File: src/hdl/acrp_pkg.sv
package acrp_pkg;

  // One cache entry as it is kept in the slot memory.
  typedef struct packed {
    logic [15:0] addr;
    logic [31:0] data;
    logic        clean;
    logic [15:0] uses;
  } entry_t;

  // One result beat.
  typedef struct packed {
    logic        hit;
    logic [31:0] read_data;
    logic        evict_valid;
    logic [15:0] evict_addr;
    logic [31:0] evict_data;
    logic        evict_clean;
    logic        dup_put;
  } result_t;

  typedef enum logic [1:0] {
    KIND_READ  = 2'd0,
    KIND_PUT   = 2'd1,
    KIND_WRITE = 2'd2,
    KIND_UNDEF = 2'd3
  } kind_e;

  typedef enum logic [1:0] {
    POL_FIFO = 2'd0,
    POL_MRU  = 2'd1,
    POL_LRU  = 2'd2,
    POL_LFU  = 2'd3
  } policy_e;

  typedef enum logic {
    CFG_POLICY   = 1'b0,
    CFG_CAPACITY = 1'b1
  } cfg_idx_e;

  typedef enum logic [4:0] {
    ST_IDLE,
    ST_SRCH_RD,
    ST_SRCH_CK,
    ST_MISS,
    ST_EV_CK,
    ST_EV_LAST,
    ST_SHD,
    ST_SHD_WR,
    ST_INS,
    ST_MTF,
    ST_MTF_WR,
    ST_SIFT_DN,
    ST_SD_L,
    ST_SD_R,
    ST_SD_DEC,
    ST_SIFT_UP,
    ST_SU_CK,
    ST_DONE
  } state_e;

  localparam logic [15:0] USES_MAX = 16'hFFFF;
  localparam logic [15:0] USES_INIT = 16'd1;
  localparam logic [4:0]  CAPACITY_RESET = 5'd16;

endpackage

File: src/hdl/acrp_ram.sv
module acrp_ram #(
  parameter int WIDTH = 65,
  parameter int DEPTH = 16
) (
  input  logic                     clk_i,
  input  logic                     we_i,
  input  logic [$clog2(DEPTH)-1:0] waddr_i,
  input  logic [WIDTH-1:0]         wdata_i,
  input  logic [$clog2(DEPTH)-1:0] raddr_i,
  output logic [WIDTH-1:0]         rdata_o
);

  logic [WIDTH-1:0] mem_q [DEPTH];

  // One write port and one registered read port.
  always_ff @(posedge clk_i) begin
    if (we_i) begin
      mem_q[waddr_i] <= wdata_i;
    end
    rdata_o <= mem_q[raddr_i];
  end

endmodule

File: src/hdl/assoc_cache_replacement_policy_core.sv
// Steps: a search reads and checks one slot at a time, an eviction shift or a move to
// front reads and writes one slot at a time, sift down reads both children and decides
// at each heap level, and sift up reads and checks the parent at each level.
// One read and one write per cycle on the slot memory, with registered read.
// Throughput: one item at a time; a new item is taken while the last result waits.
// Reset: the cache is empty, policy is fifo and capacity is 16; no clearing pass.
module assoc_cache_replacement_policy_core #(
  parameter int DEPTH = 16
) (
  input  logic        clk_i,
  input  logic        rst_ni,
  input  logic        in_valid_i,
  output logic        in_ready_o,
  input  logic [1:0]  kind_i,
  input  logic [15:0] addr_i,
  input  logic [31:0] data_i,
  output logic        out_valid_o,
  input  logic        out_ready_i,
  output logic        hit_o,
  output logic [31:0] read_data_o,
  output logic        evict_valid_o,
  output logic [15:0] evict_addr_o,
  output logic [31:0] evict_data_o,
  output logic        evict_clean_o,
  output logic        dup_put_o,
  input  logic        cfg_we_i,
  input  logic        cfg_idx_i,
  input  logic [4:0]  cfg_wdata_i
);

  localparam int AW = $clog2(DEPTH);
  localparam int CW = $clog2(DEPTH + 1);
  localparam int EW = $bits(acrp_pkg::entry_t);

  acrp_pkg::state_e  state_q, state_d;
  logic [CW-1:0]     idx_q, idx_d;
  logic [CW-1:0]     cidx_q, cidx_d;
  logic [CW-1:0]     used_q, used_d;
  acrp_pkg::entry_t  hold_q, hold_d;
  acrp_pkg::entry_t  child_q, child_d;
  logic              ins_pend_q, ins_pend_d;
  acrp_pkg::result_t res_q, res_d;
  acrp_pkg::result_t out_q, out_d;
  logic              out_valid_q, out_valid_d;
  logic [1:0]        kind_q, kind_d;
  logic [15:0]       addr_q, addr_d;
  logic [31:0]       data_q, data_d;
  logic [1:0]        policy_q;
  logic [4:0]        capacity_q;

  logic              ram_we;
  logic [AW-1:0]     ram_waddr;
  acrp_pkg::entry_t  ram_wdata;
  logic [AW-1:0]     ram_raddr;
  logic [EW-1:0]     ram_rdata_raw;
  acrp_pkg::entry_t  rd;

  logic [CW-1:0]     cap_eff;
  logic [CW-1:0]     used_m1, idx_m1, idx_p1, qidx;
  logic [CW:0]       lidx, ridx;
  acrp_pkg::entry_t  hit_ent, new_ent;
  acrp_pkg::state_e  finish_st;

  acrp_ram #(
    .WIDTH (EW),
    .DEPTH (DEPTH)
  ) u_slots (
    .clk_i   (clk_i),
    .we_i    (ram_we),
    .waddr_i (ram_waddr),
    .wdata_i (ram_wdata),
    .raddr_i (ram_raddr),
    .rdata_o (ram_rdata_raw)
  );

  assign rd = acrp_pkg::entry_t'(ram_rdata_raw);

  // Clamp the capacity register into 1..DEPTH.
  always_comb begin
    if (capacity_q == 5'd0) begin
      cap_eff = CW'(1);
    end else if (32'(capacity_q) > DEPTH) begin
      cap_eff = CW'(DEPTH);
    end else begin
      cap_eff = CW'(capacity_q);
    end
  end

  // Index arithmetic for shifts and heap moves.
  assign used_m1 = used_q - 1'b1;
  assign idx_m1  = idx_q - 1'b1;
  assign idx_p1  = idx_q + 1'b1;
  assign qidx    = idx_m1 >> 1;
  assign lidx    = {idx_q, 1'b1};
  assign ridx    = lidx + 1'b1;

  // Entry after a hit: new data on write, use count bumped for the heap.
  always_comb begin
    hit_ent = rd;
    if (kind_q == acrp_pkg::KIND_WRITE) begin
      hit_ent.data  = data_q;
      hit_ent.clean = 1'b0;
    end
    if (policy_q == acrp_pkg::POL_LFU && rd.uses != acrp_pkg::USES_MAX) begin
      hit_ent.uses = rd.uses + 1'b1;
    end
  end

  assign new_ent = '{addr: addr_q, data: data_q, clean: (kind_q == acrp_pkg::KIND_PUT),
                     uses: acrp_pkg::USES_INIT};

  // An eviction hands over to the insert when its reordering is done.
  assign finish_st = ins_pend_q ? acrp_pkg::ST_INS : acrp_pkg::ST_DONE;

  assign in_ready_o  = (state_q == acrp_pkg::ST_IDLE);
  assign out_valid_o = out_valid_q;
  assign hit_o         = out_q.hit;
  assign read_data_o   = out_q.read_data;
  assign evict_valid_o = out_q.evict_valid;
  assign evict_addr_o  = out_q.evict_addr;
  assign evict_data_o  = out_q.evict_data;
  assign evict_clean_o = out_q.evict_clean;
  assign dup_put_o     = out_q.dup_put;

  // Sequencer: next state, memory port and working registers.
  always_comb begin
    state_d     = state_q;
    idx_d       = idx_q;
    cidx_d      = cidx_q;
    used_d      = used_q;
    hold_d      = hold_q;
    child_d     = child_q;
    ins_pend_d  = ins_pend_q;
    res_d       = res_q;
    out_d       = out_q;
    out_valid_d = out_valid_q;
    kind_d      = kind_q;
    addr_d      = addr_q;
    data_d      = data_q;
    ram_we      = 1'b0;
    ram_waddr   = '0;
    ram_wdata   = hold_q;
    ram_raddr   = '0;

    if (out_valid_q && out_ready_i) begin
      out_valid_d = 1'b0;
    end

    case (state_q)
      acrp_pkg::ST_IDLE: begin
        if (in_valid_i) begin
          kind_d     = kind_i;
          addr_d     = addr_i;
          data_d     = data_i;
          res_d      = '0;
          idx_d      = '0;
          ins_pend_d = 1'b0;
          if (kind_i != acrp_pkg::KIND_READ && kind_i != acrp_pkg::KIND_PUT &&
              kind_i != acrp_pkg::KIND_WRITE) begin
            state_d = acrp_pkg::ST_DONE;
          end else if (used_q == '0) begin
            state_d = acrp_pkg::ST_MISS;
          end else begin
            state_d = acrp_pkg::ST_SRCH_RD;
          end
        end
      end

      // Linear search: a read, then a check, for each slot.
      acrp_pkg::ST_SRCH_RD: begin
        ram_raddr = idx_q[AW-1:0];
        state_d   = acrp_pkg::ST_SRCH_CK;
      end

      acrp_pkg::ST_SRCH_CK: begin
        if (rd.addr == addr_q) begin
          res_d.hit = 1'b1;
          hold_d    = hit_ent;
          if (kind_q == acrp_pkg::KIND_READ) begin
            res_d.read_data = rd.data;
          end
          if (kind_q == acrp_pkg::KIND_PUT) begin
            res_d.dup_put = 1'b1;
            state_d       = acrp_pkg::ST_DONE;
          end else begin
            case (policy_q)
              acrp_pkg::POL_FIFO: begin
                ram_we    = (kind_q == acrp_pkg::KIND_WRITE);
                ram_waddr = idx_q[AW-1:0];
                ram_wdata = hit_ent;
                state_d   = acrp_pkg::ST_DONE;
              end
              acrp_pkg::POL_LFU: state_d = acrp_pkg::ST_SIFT_DN;
              default:           state_d = acrp_pkg::ST_MTF;
            endcase
          end
        end else if (idx_p1 == used_q) begin
          state_d = acrp_pkg::ST_MISS;
        end else begin
          idx_d   = idx_p1;
          state_d = acrp_pkg::ST_SRCH_RD;
        end
      end

      // Miss: report, or evict when full, then insert.
      acrp_pkg::ST_MISS: begin
        if (kind_q == acrp_pkg::KIND_READ) begin
          state_d = acrp_pkg::ST_DONE;
        end else if (used_q >= cap_eff && used_q != '0) begin
          ram_raddr = (policy_q == acrp_pkg::POL_LRU) ? used_m1[AW-1:0] : '0;
          state_d   = acrp_pkg::ST_EV_CK;
        end else begin
          state_d = acrp_pkg::ST_INS;
        end
      end

      acrp_pkg::ST_EV_CK: begin
        res_d.evict_valid = 1'b1;
        res_d.evict_addr  = rd.addr;
        res_d.evict_data  = rd.data;
        res_d.evict_clean = rd.clean;
        ins_pend_d        = 1'b1;
        case (policy_q)
          acrp_pkg::POL_LRU: begin
            used_d  = used_m1;
            state_d = acrp_pkg::ST_INS;
          end
          acrp_pkg::POL_LFU: begin
            ram_raddr = used_m1[AW-1:0];
            state_d   = acrp_pkg::ST_EV_LAST;
          end
          default: begin
            idx_d   = CW'(1);
            state_d = acrp_pkg::ST_SHD;
          end
        endcase
      end

      // Heap eviction: the last slot fills the root hole and sifts down.
      acrp_pkg::ST_EV_LAST: begin
        hold_d  = rd;
        used_d  = used_m1;
        idx_d   = '0;
        state_d = acrp_pkg::ST_SIFT_DN;
      end

      // Shift slots toward the front after evicting slot 0.
      acrp_pkg::ST_SHD: begin
        if (idx_q >= used_q) begin
          used_d  = used_m1;
          state_d = finish_st;
        end else begin
          ram_raddr = idx_q[AW-1:0];
          state_d   = acrp_pkg::ST_SHD_WR;
        end
      end

      acrp_pkg::ST_SHD_WR: begin
        ram_we    = 1'b1;
        ram_waddr = idx_m1[AW-1:0];
        ram_wdata = rd;
        idx_d     = idx_p1;
        state_d   = acrp_pkg::ST_SHD;
      end

      // Insert the new entry at the end, then place it by policy.
      acrp_pkg::ST_INS: begin
        hold_d     = new_ent;
        used_d     = used_q + 1'b1;
        idx_d      = used_q;
        ins_pend_d = 1'b0;
        case (policy_q)
          acrp_pkg::POL_FIFO: begin
            ram_we    = 1'b1;
            ram_waddr = used_q[AW-1:0];
            ram_wdata = new_ent;
            state_d   = acrp_pkg::ST_DONE;
          end
          acrp_pkg::POL_LFU: state_d = acrp_pkg::ST_SIFT_UP;
          default:           state_d = acrp_pkg::ST_MTF;
        endcase
      end

      // Move the held entry to the front, shifting the slots before it back.
      acrp_pkg::ST_MTF: begin
        if (idx_q == '0) begin
          ram_we    = 1'b1;
          ram_waddr = '0;
          state_d   = finish_st;
        end else begin
          ram_raddr = idx_m1[AW-1:0];
          state_d   = acrp_pkg::ST_MTF_WR;
        end
      end

      acrp_pkg::ST_MTF_WR: begin
        ram_we    = 1'b1;
        ram_waddr = idx_q[AW-1:0];
        ram_wdata = rd;
        idx_d     = idx_m1;
        state_d   = acrp_pkg::ST_MTF;
      end

      // Sift down with a hole: the held entry lands where it stops.
      acrp_pkg::ST_SIFT_DN: begin
        if (lidx >= {1'b0, used_q}) begin
          ram_we    = 1'b1;
          ram_waddr = idx_q[AW-1:0];
          state_d   = finish_st;
        end else begin
          ram_raddr = lidx[AW-1:0];
          state_d   = acrp_pkg::ST_SD_L;
        end
      end

      acrp_pkg::ST_SD_L: begin
        child_d = rd;
        cidx_d  = lidx[CW-1:0];
        if (ridx < {1'b0, used_q}) begin
          ram_raddr = ridx[AW-1:0];
          state_d   = acrp_pkg::ST_SD_R;
        end else begin
          state_d = acrp_pkg::ST_SD_DEC;
        end
      end

      acrp_pkg::ST_SD_R: begin
        if (rd.uses < child_q.uses) begin
          child_d = rd;
          cidx_d  = ridx[CW-1:0];
        end
        state_d = acrp_pkg::ST_SD_DEC;
      end

      acrp_pkg::ST_SD_DEC: begin
        ram_we    = 1'b1;
        ram_waddr = idx_q[AW-1:0];
        if (hold_q.uses < child_q.uses) begin
          state_d = finish_st;
        end else begin
          ram_wdata = child_q;
          idx_d     = cidx_q;
          state_d   = acrp_pkg::ST_SIFT_DN;
        end
      end

      // Sift up with a hole, moving larger parents down.
      acrp_pkg::ST_SIFT_UP: begin
        if (idx_q == '0) begin
          ram_we    = 1'b1;
          ram_waddr = '0;
          state_d   = acrp_pkg::ST_DONE;
        end else begin
          ram_raddr = qidx[AW-1:0];
          state_d   = acrp_pkg::ST_SU_CK;
        end
      end

      acrp_pkg::ST_SU_CK: begin
        ram_we    = 1'b1;
        ram_waddr = idx_q[AW-1:0];
        if (hold_q.uses < rd.uses) begin
          ram_wdata = rd;
          idx_d     = qidx;
          state_d   = acrp_pkg::ST_SIFT_UP;
        end else begin
          state_d = acrp_pkg::ST_DONE;
        end
      end

      // Hand the result to the output register once it is free.
      acrp_pkg::ST_DONE: begin
        if (!out_valid_q || out_ready_i) begin
          out_d       = res_q;
          out_valid_d = 1'b1;
          state_d     = acrp_pkg::ST_IDLE;
        end
      end

      default: state_d = acrp_pkg::ST_IDLE;
    endcase
  end

  // Control registers.
  always_ff @(posedge clk_i or negedge rst_ni) begin
    if (!rst_ni) begin
      state_q     <= acrp_pkg::ST_IDLE;
      used_q      <= '0;
      ins_pend_q  <= 1'b0;
      out_valid_q <= 1'b0;
      policy_q    <= acrp_pkg::POL_FIFO;
      capacity_q  <= acrp_pkg::CAPACITY_RESET;
    end else begin
      state_q     <= state_d;
      used_q      <= used_d;
      ins_pend_q  <= ins_pend_d;
      out_valid_q <= out_valid_d;
      if (cfg_we_i) begin
        if (cfg_idx_i == acrp_pkg::CFG_POLICY) begin
          policy_q <= cfg_wdata_i[1:0];
        end else begin
          capacity_q <= cfg_wdata_i;
        end
      end
    end
  end

  // Payload and working registers.
  always_ff @(posedge clk_i) begin
    idx_q   <= idx_d;
    cidx_q  <= cidx_d;
    hold_q  <= hold_d;
    child_q <= child_d;
    res_q   <= res_d;
    out_q   <= out_d;
    kind_q  <= kind_d;
    addr_q  <= addr_d;
    data_q  <= data_d;
  end

endmodule

File: config.mk
export PLATFORM = sky130hd
export DESIGN_NAME = assoc_cache_replacement_policy_core
export DESIGN_NICKNAME = d
export VERILOG_FILES = /design/src/hdl/acrp_pkg.sv /design/src/hdl/acrp_ram.sv /design/src/hdl/assoc_cache_replacement_policy_core.sv
export SDC_FILE = /design/constraint.sdc
export NUM_CORES = 2
export LEC_CHECK = 0
export BUFFER_PORTS_ARGS = -buffer_cell sky130_fd_sc_hd__buf_2
export CORE_MARGIN = 2
export CORE_UTILIZATION = 64
export DETAILED_ROUTE_END_ITERATION = 7
export MAX_ROUTING_LAYER = met4
export PLACE_DENSITY = 0.87
export SYNTH_ARGS = -nofsm -noshare
export SYNTH_HDL_FRONTEND = slang
export SYNTH_SLANG_ARGS = --single-unit
File: constraint.sdc
create_clock -name clk_i -period 13.7 [get_ports clk_i]
set_input_delay 0.685 -clock clk_i [delete_from_list [all_inputs] [get_ports clk_i]]
set_output_delay 0.685 -clock clk_i [all_outputs]
set_load 0.01 [all_outputs]
== Yosys cells after proc, flatten, opt, wreduce, memory -nomap -nowiden ==
Memory sizes are Yosys's and may differ from the RTL's. A register that Yosys moved wholly into a read port is not among the register bits.
Index checks and enable logic that the tools add are counted.

* Register bits: 377
* Output and inout port bits: 86
* Bits of input ports: 61
* Memories kept: 1
* Memory bits (writable): 1040
* Logic and storage cells: 215

* Mux-type cells: 86
* Order comparisons: 8
* Equality and inequality tests: 39
* Bitwise logic cells: 1
* Reductions and logical operators: 41
* $add $sub $neg: 6

{| class="wikitable"
|+ Memory list
! name !! words !! bits a word !! rd ports !! clocked after Yosys merged registers in !! write ports !! RTL line !! text
|-
| u_slots.mem_q || 16 || 65 || 1 || 1 || 1 || acrp_ram.sv:13 || <nowiki>logic [WIDTH-1:0] mem_q [DEPTH];</nowiki>
|}

{| class="wikitable"
|+ Operators with widths
! cell !! number
|-
| $mux 65 || 8
|-
| $pmux 65 s5 || 1
|-
| $pmux 65 s3 || 1
|-
| $pmux 65 s2 || 1
|-
| $mux 5 || 23
|-
| $pmux 50 s2 || 1
|-
| $pmux 5 s18 || 1
|-
| $mux 84 || 1
|-
| $mux 33 || 2
|-
| $pmux 33 s2 || 1
|-
| $mux 4 || 15
|-
| $lt 16x16->1 || 3
|-
| $pmux 5 s9 || 1
|-
| $eq 5x4->1 const B || 8
|-
| $mux 32 || 1
|-
| $pmux 4 s8 || 1
|-
| $pmux 5 s2 || 3
|-
| $ne 2x2->1 const B || 14
|-
| $eq 5x3->1 const B || 4
|-
| $logic_not 5->1 || 4
|-
| $pmux 4 s5 || 1
|-
| $pmux 5 s4 || 1
|-
| $reduce_and 2->1 || 9
|-
| $add 16x1->16 const B || 1
|-
| 39 further kinds || 75
|}

== Logic depth before layout (Yosys ltp) ==
* Depth in word-level cells: 8
* Depth in mapped cells: 16
* Depth with buffers taken out: 13

== Modules after synthesis ==
A second synthesis with hierarchy kept.

* Cells, all modules: 3008
* Area, all modules: 57955.6 um2

{| class="wikitable"
|+ By module, submodules not included
! module !! cells each !! sequential area each (um2) !! area each (um2) !! times used
|-
| acrp_ram || 1673 || 32531.2 || 40239.8 || 1
|-
| assoc_cache_replacement_policy_core || 1335 || 11227.0 || 17715.7 || 1
|}

== Worst setup path after synthesis ==
No wires, ideal clock.

* Kind: register to register
* Start: reg idx_q[0]
* End: mem u_slots.mem_q[11][0] (enable)
* Clock period less this slack: 5.965 ns
* Data arrival time: 5.476 ns
* Required time: 13.211 ns
* Path slack: 7.735 ns
* Stages on the path, launching flop included: 13
* Path buffers: 1
* Setup time: 0.489 ns
* Cells stage by stage: edfxtp_1 clkbuf_1 inv_1 ha_1 nand2b_1 a21oi_1 o41ai_1 a211o_1 o211ai_1 nor2_1 o21ai_0 nand2_1 nor2_1

* Word-level cells in the longest chain between the ends: 5
* Elaborated cells on any way between the ends: 13
* Those cells by class: add/sub (1); order compare (1); mux (10); reduce/logical (1)

{| class="wikitable"
|+ RTL lines
! what !! RTL line !! text
|-
| start, declared || assoc_cache_replacement_policy_core.sv:36 || <nowiki>logic [CW-1:0] idx_q, idx_d;</nowiki>
|-
| start signal, assigned || assoc_cache_replacement_policy_core.sv:410 || <nowiki>idx_q <= idx_d;</nowiki>
|-
| $ge 6x5->1 or $logic_not 5->1 (tied branches) || assoc_cache_replacement_policy_core.sv:306, assoc_cache_replacement_policy_core.sv:286, assoc_cache_replacement_policy_core.sv:349 ||
|-
| $mux 1 (on tied branches) || assoc_cache_replacement_policy_core.sv:306, assoc_cache_replacement_policy_core.sv:286, assoc_cache_replacement_policy_core.sv:349 ||
|-
| $pmux 1 s5 || assoc_cache_replacement_policy_core.sv:149 || <nowiki>case (state_q)</nowiki>
|-
| $mux 1 || acrp_ram.sv:17 || <nowiki>if (we_i) begin</nowiki>
|-
| $mux 1 (implied by the code) || acrp_ram.sv:18 || <nowiki>mem_q[waddr_i] <= wdata_i;</nowiki>
|-
| end, declared || acrp_ram.sv:13 ||
|}

Several ways; a longest one is shown, not always the timed one.

== Worst setup path in the final report ==
* Start: reg idx_q[0]
* End: reg u_slots.rdata_o[64], read port of u_slots.mem_q

* Word-level cells in the longest chain between the ends: 4
* Elaborated cells on any way between the ends: 12
* Those cells by class: add/sub (2); order compare (3); mux (6); reduce/logical (1)

{| class="wikitable"
|+ RTL lines
! what !! RTL line !! text
|-
| $add 6x1->6 || assoc_cache_replacement_policy_core.sv:95 || <nowiki>assign ridx = lidx + 1'b1;</nowiki>
|-
| $lt 6x5->1 || assoc_cache_replacement_policy_core.sv:319 || <nowiki>if (ridx < {1'b0, used_q}) begin</nowiki>
|-
| $mux 4 || assoc_cache_replacement_policy_core.sv:319 ||
|-
| $pmux 4 s8 * || assoc_cache_replacement_policy_core.sv:149 ||
|-
| end, declared || acrp_ram.sv:10 || <nowiki>output logic [WIDTH-1:0] rdata_o</nowiki>
|}

Every way passes the cells marked *; elsewhere a longest branch is shown, timed or not.
A chain may end at the register's enable or synchronous reset.

==> results.json <==
{
  "grt_remaining_overflow": 0,
  "vias": 36651,
  "cts.path.max_buffers": 3,
  "route.detailed.wl_per_inst_um": 28.5,
  "dp_hpwl_um": 79900,
  "clock.fmax_mhz": 167,
  "syn-cell-area_mm2": 0.0597,
  "row_count": 112,
  "drcViolationCount": 13,
  "die-width_um": 309,
  "grt_pass1_vias": 36167,
  "pwr_density_cell_mw_per_mm2": 240,
  "final.setup_skew_ns": 0.0342,
  "worstSkewPairLatency_ns": 0.75,
  "synthesis.nets": 4003,
  "synth.yosys.seq_area_share_pct": 73.3,
  "final_cell_count_no_fill": 5356,
  "timing.slew.headroom_pct": 11.3,
  "maxCapViolCount": 0,
  "synth_enable_flop_cells": 1398,
  "vias_per_cell": 6.84,
  "critPathCaptureType": "flip-flop",
  "totalPowerFinal_uw": 15900,
  "crit_path_max_fanout": 79,
  "synth_flop_cell": "sky130_fd_sc_hd__edfxtp_1",
  "worst_hold_slack_ns": 0.107,
  "critPathCapture": "u_slots.rdata_o[64]",
  "antenna_viol_nets_final": 0,
  "critical_path.reg2reg.endpoint": "u_slots.rdata_o[64]",
  "synth_seq_cells": 1482,
  "final_hold_vio_count": 0,
  "layout.cells.most_common_list": "1,398 x sky130_fd_sc_hd__edfxtp_1, 615 x sky130_fd_sc_hd__nand2_1, 262 x sky130_fd_sc_hd__mux2i_1",
  "r2r_slack_ns": 7.71,
  "detail_route.first_pass.iterations": 8,
  "status": "finished, violations left",
  "postRouteWirelength_um": 153000,
  "power_leakage_uw": 0.0224,
  "critical_path.cell_chain": "inv_1 > ha_1 > ha_1 > o2111a_1 > nor4_4 > nand2_1 > o2111ai_4 > buf_4 > buf_4 > mux2i_1 > mux2_2 > o22ai_1 > a221o_1",
  "kind_of_critical_path": "flip-flop to flip-flop",
  "yosysWarningCount": 0,
  "gp_routability_congestion": 0.971,
  "dieArea_mm2": 0.0958,
  "cp-startpoint": "idx_q[0]",
  "cp-start-kind": "flip-flop",
  "grt_first_pass_wirelength_um": 223000,
  "setup-violations-final": 0,
  "unrepaired_setup_endpoints_after_global_routing": "no",
  "die_height_um": 309,
  "synth.distinct_cells": 72,
  "post_cts_resize_count": 0,
  "depth_of_the_worst_register_to_register_path": 13,
  "area_growth_pct": 10.6,
  "tritoncts": "yes",
  "filler_cell_count": 5320,
  "slew_viol_final": 0,
  "worst_ep_arrival_time_ns": 6.62,
  "seq_area_mm2": 0.0438,
  "hold-path-cell-count": 1,
  "worst_ir_drop_vdd_v": 0.000220,
  "critPathSlowestCell": "sky130_fd_sc_hd__buf_4",
  "design.final.nets": 4118,
  "layout_worst_path_cycle_share_pct": 43.7,
  "avgSynthCellArea_um2": 15.4,
  "tightestPinTransition_ns": 1.33,
  "post_synth_inst_count": 3873,
  "cpPeakStageDelay_ns": 1.00,
  "root_buf_cell": "sky130_fd_sc_hd__clkbuf_16",
  "port_buffers": 146,
  "final_common_cell": "sky130_fd_sc_hd__edfxtp_1",
  "min-delay-path-class": "input port to flip-flop",
  "dp_cells": 5097,
  "grt_max_degree": 210,
  "ctsHtreeMaxLevel": 4,
  "postSynth.asyncResetShare_pct": 1.28,
  "cts_inserted_buffers": 142,
  "share_of_cells_above_drive_strength_1_pct": 15.2,
  "final.min_clock_period_ns": 5.99,
  "design.portCount": 147,
  "cts.repair_timing.setup_buffer_count": 0,
  "floorplan.core_area_mm2": 0.0929,
  "drt_iter0_drc": 6087,
  "timing.critical_path.required_ns": 14.33,
  "rr_startpoint": "idx_q[0]",
  "multi_input_comb_area_mm2": 0.0148,
  "groute.usage.overall_pct": 32.8,
  "tritoncts_num_sinks": 1482,
  "cts_hold_repair.buffers": 1,
  "path_clk_slew_ns": 0.06,
  "initial_core_util_pct": 64.3,
  "failed_checks": "design-rule violations",
  "grt_antenna_before_repair": 4,
  "setup_total_negative_slack_ns": 0
}
-- worst min path at each step --
| stage | end | start | slack, ns |
|---|---|---|---|
| floorplan | capacity_q[0] | rst_ni | 0.39 |
| global placement | evict_data_o[20] | res_q[22] | 0.40 |
| detailed placement | evict_data_o[20] | res_q[22] | 0.40 |
| CTS | data_q[17] | data_i[17] | 0.07 |
| global route | data_q[27] | data_i[27] | 0.09 |
| finish | addr_q[15] | addr_i[15] | 0.11 |
-- worst max-delay path, delay by kind of cell, from the launching register on --
| kind | cells | cell delay (ns) |
|---|---|---|
| simple gates | 2 | 0.62 |
| buf+inv | 3 | 2.21 |
| compound gates | 4 | 0.71 |
| fa+ha+maj | 2 | 1.02 |
| mux | 2 | 0.53 |
| flops | 1 | 0.66 |
-- flip-flops by register name, summed over array words and instances (netlist names), 2 cells and up --
register	cells
hold_q	65
policy_q	2
read_data_o	32
data_q	32
evict_addr_o	16
addr_q	16
evict_data_o	32
state_q	5
kind_q	2
idx_q	5
u_slots.mem_q	1040
u_slots.rdata_o	65
cidx_q	5
res_q	84
child_q	65
used_q	5
capacity_q	5
-- synth_stat cells (10+ instances only) --
| cell | instances | area (um^2) |
|---|---|---|
| sky130_fd_sc_hd__mux2_2 | 169 | 1900 |
| sky130_fd_sc_hd__a21oi_1 | 173 | 866 |
| sky130_fd_sc_hd__buf_6 | 28 | 315 |
| sky130_fd_sc_hd__nand4_1 | 22 | 138 |
| sky130_fd_sc_hd__nor3_1 | 12 | 60.1 |
| sky130_fd_sc_hd__nand2_1 | 618 | 2320 |
| sky130_fd_sc_hd__a32oi_1 | 133 | 1160 |
| sky130_fd_sc_hd__ha_1 | 69 | 863 |
| sky130_fd_sc_hd__nor2b_1 | 17 | 106 |
| sky130_fd_sc_hd__a21o_1 | 22 | 165 |
| sky130_fd_sc_hd__edfxtp_1 | 1398 | 42000 |
| sky130_fd_sc_hd__a222oi_1 | 65 | 651 |
| sky130_fd_sc_hd__inv_1 | 66 | 248 |
| sky130_fd_sc_hd__o21ai_0 | 58 | 290 |
| sky130_fd_sc_hd__nand2b_1 | 15 | 93.8 |
| sky130_fd_sc_hd__buf_2 | 59 | 295 |
| sky130_fd_sc_hd__dfrtp_1 | 18 | 450 |
| sky130_fd_sc_hd__o22ai_1 | 70 | 438 |
| sky130_fd_sc_hd__nand3_1 | 22 | 110 |
| sky130_fd_sc_hd__a221o_1 | 68 | 681 |
| sky130_fd_sc_hd__buf_1 | 10 | 37.5 |
| sky130_fd_sc_hd__clkbuf_1 | 126 | 473 |
| sky130_fd_sc_hd__xnor2_1 | 31 | 272 |
| sky130_fd_sc_hd__nor2_1 | 71 | 267 |
| sky130_fd_sc_hd__dfxtp_1 | 65 | 1300 |
| sky130_fd_sc_hd__and3_1 | 88 | 551 |
| sky130_fd_sc_hd__buf_4 | 10 | 75.1 |
| sky130_fd_sc_hd__mux2i_1 | 262 | 2620 |
-- power breakdown --
group	total (uW)	switching [uW]	internal, uW
Sequential	6940	472	6470
Combinational	5120	3480	1640
Clock	3820	1650	2170
-- metrics by stage --
step / setup slack, ns / cell area, um^2 / utilization [%]
after floorplan: 7.74 / 59700 / -
after global placement: 8.02 / 61600 / 66.3
after detailed placement: 7.87 / 61600 / 66.3
after CTS: 7.79 / 66100 / 71.1
after global routing: 7.47 / 66100 / 71.1
final: 7.71 / 66100 / 71.1
-- area by class of cell --
| type | count | area share, % |
|---|---|---|
| sequential | 1482 | 66.2 |
| multi-input combinational | 2092 | 22.4 |
| clock buffer | 185 | 5.81 |
| tap | 1254 | 2.37 |
| timing repair buffer | 204 | 1.84 |
| clock inverter | 72 | 0.977 |
| inverter | 66 | 0.375 |
| antenna | 1 | 0.00379 |
-- per-layer routing --
metal / track usage [%] / vias to the layer above / share of wire [%]
met5: - / - / 0
met4: 15.4 / 0 / 4.5
met3: 8.09 / 521 / 13
met2: 50.1 / 2963 / 47
met1: 41.6 / 17890 / 35
li1: - / 15277 / -
-- cell families (layout without fill, tap and decap cells) --
logic type	count (synthesis)	count (layout)	synth area share [%]
flip-flops	1482	1482	73.3
AO/OA/AOI/OAI	654	654	8.10
multiplexers	431	431	7.58
AND/OR/NAND/NOR	901	901	6.65
buffers and inverters	299	527	2.42
other	0	1	0
XOR/XNOR	37	37	0.543
adder cells (fa/ha/maj)	69	69	1.45
(Power assumes the default switching activity.)
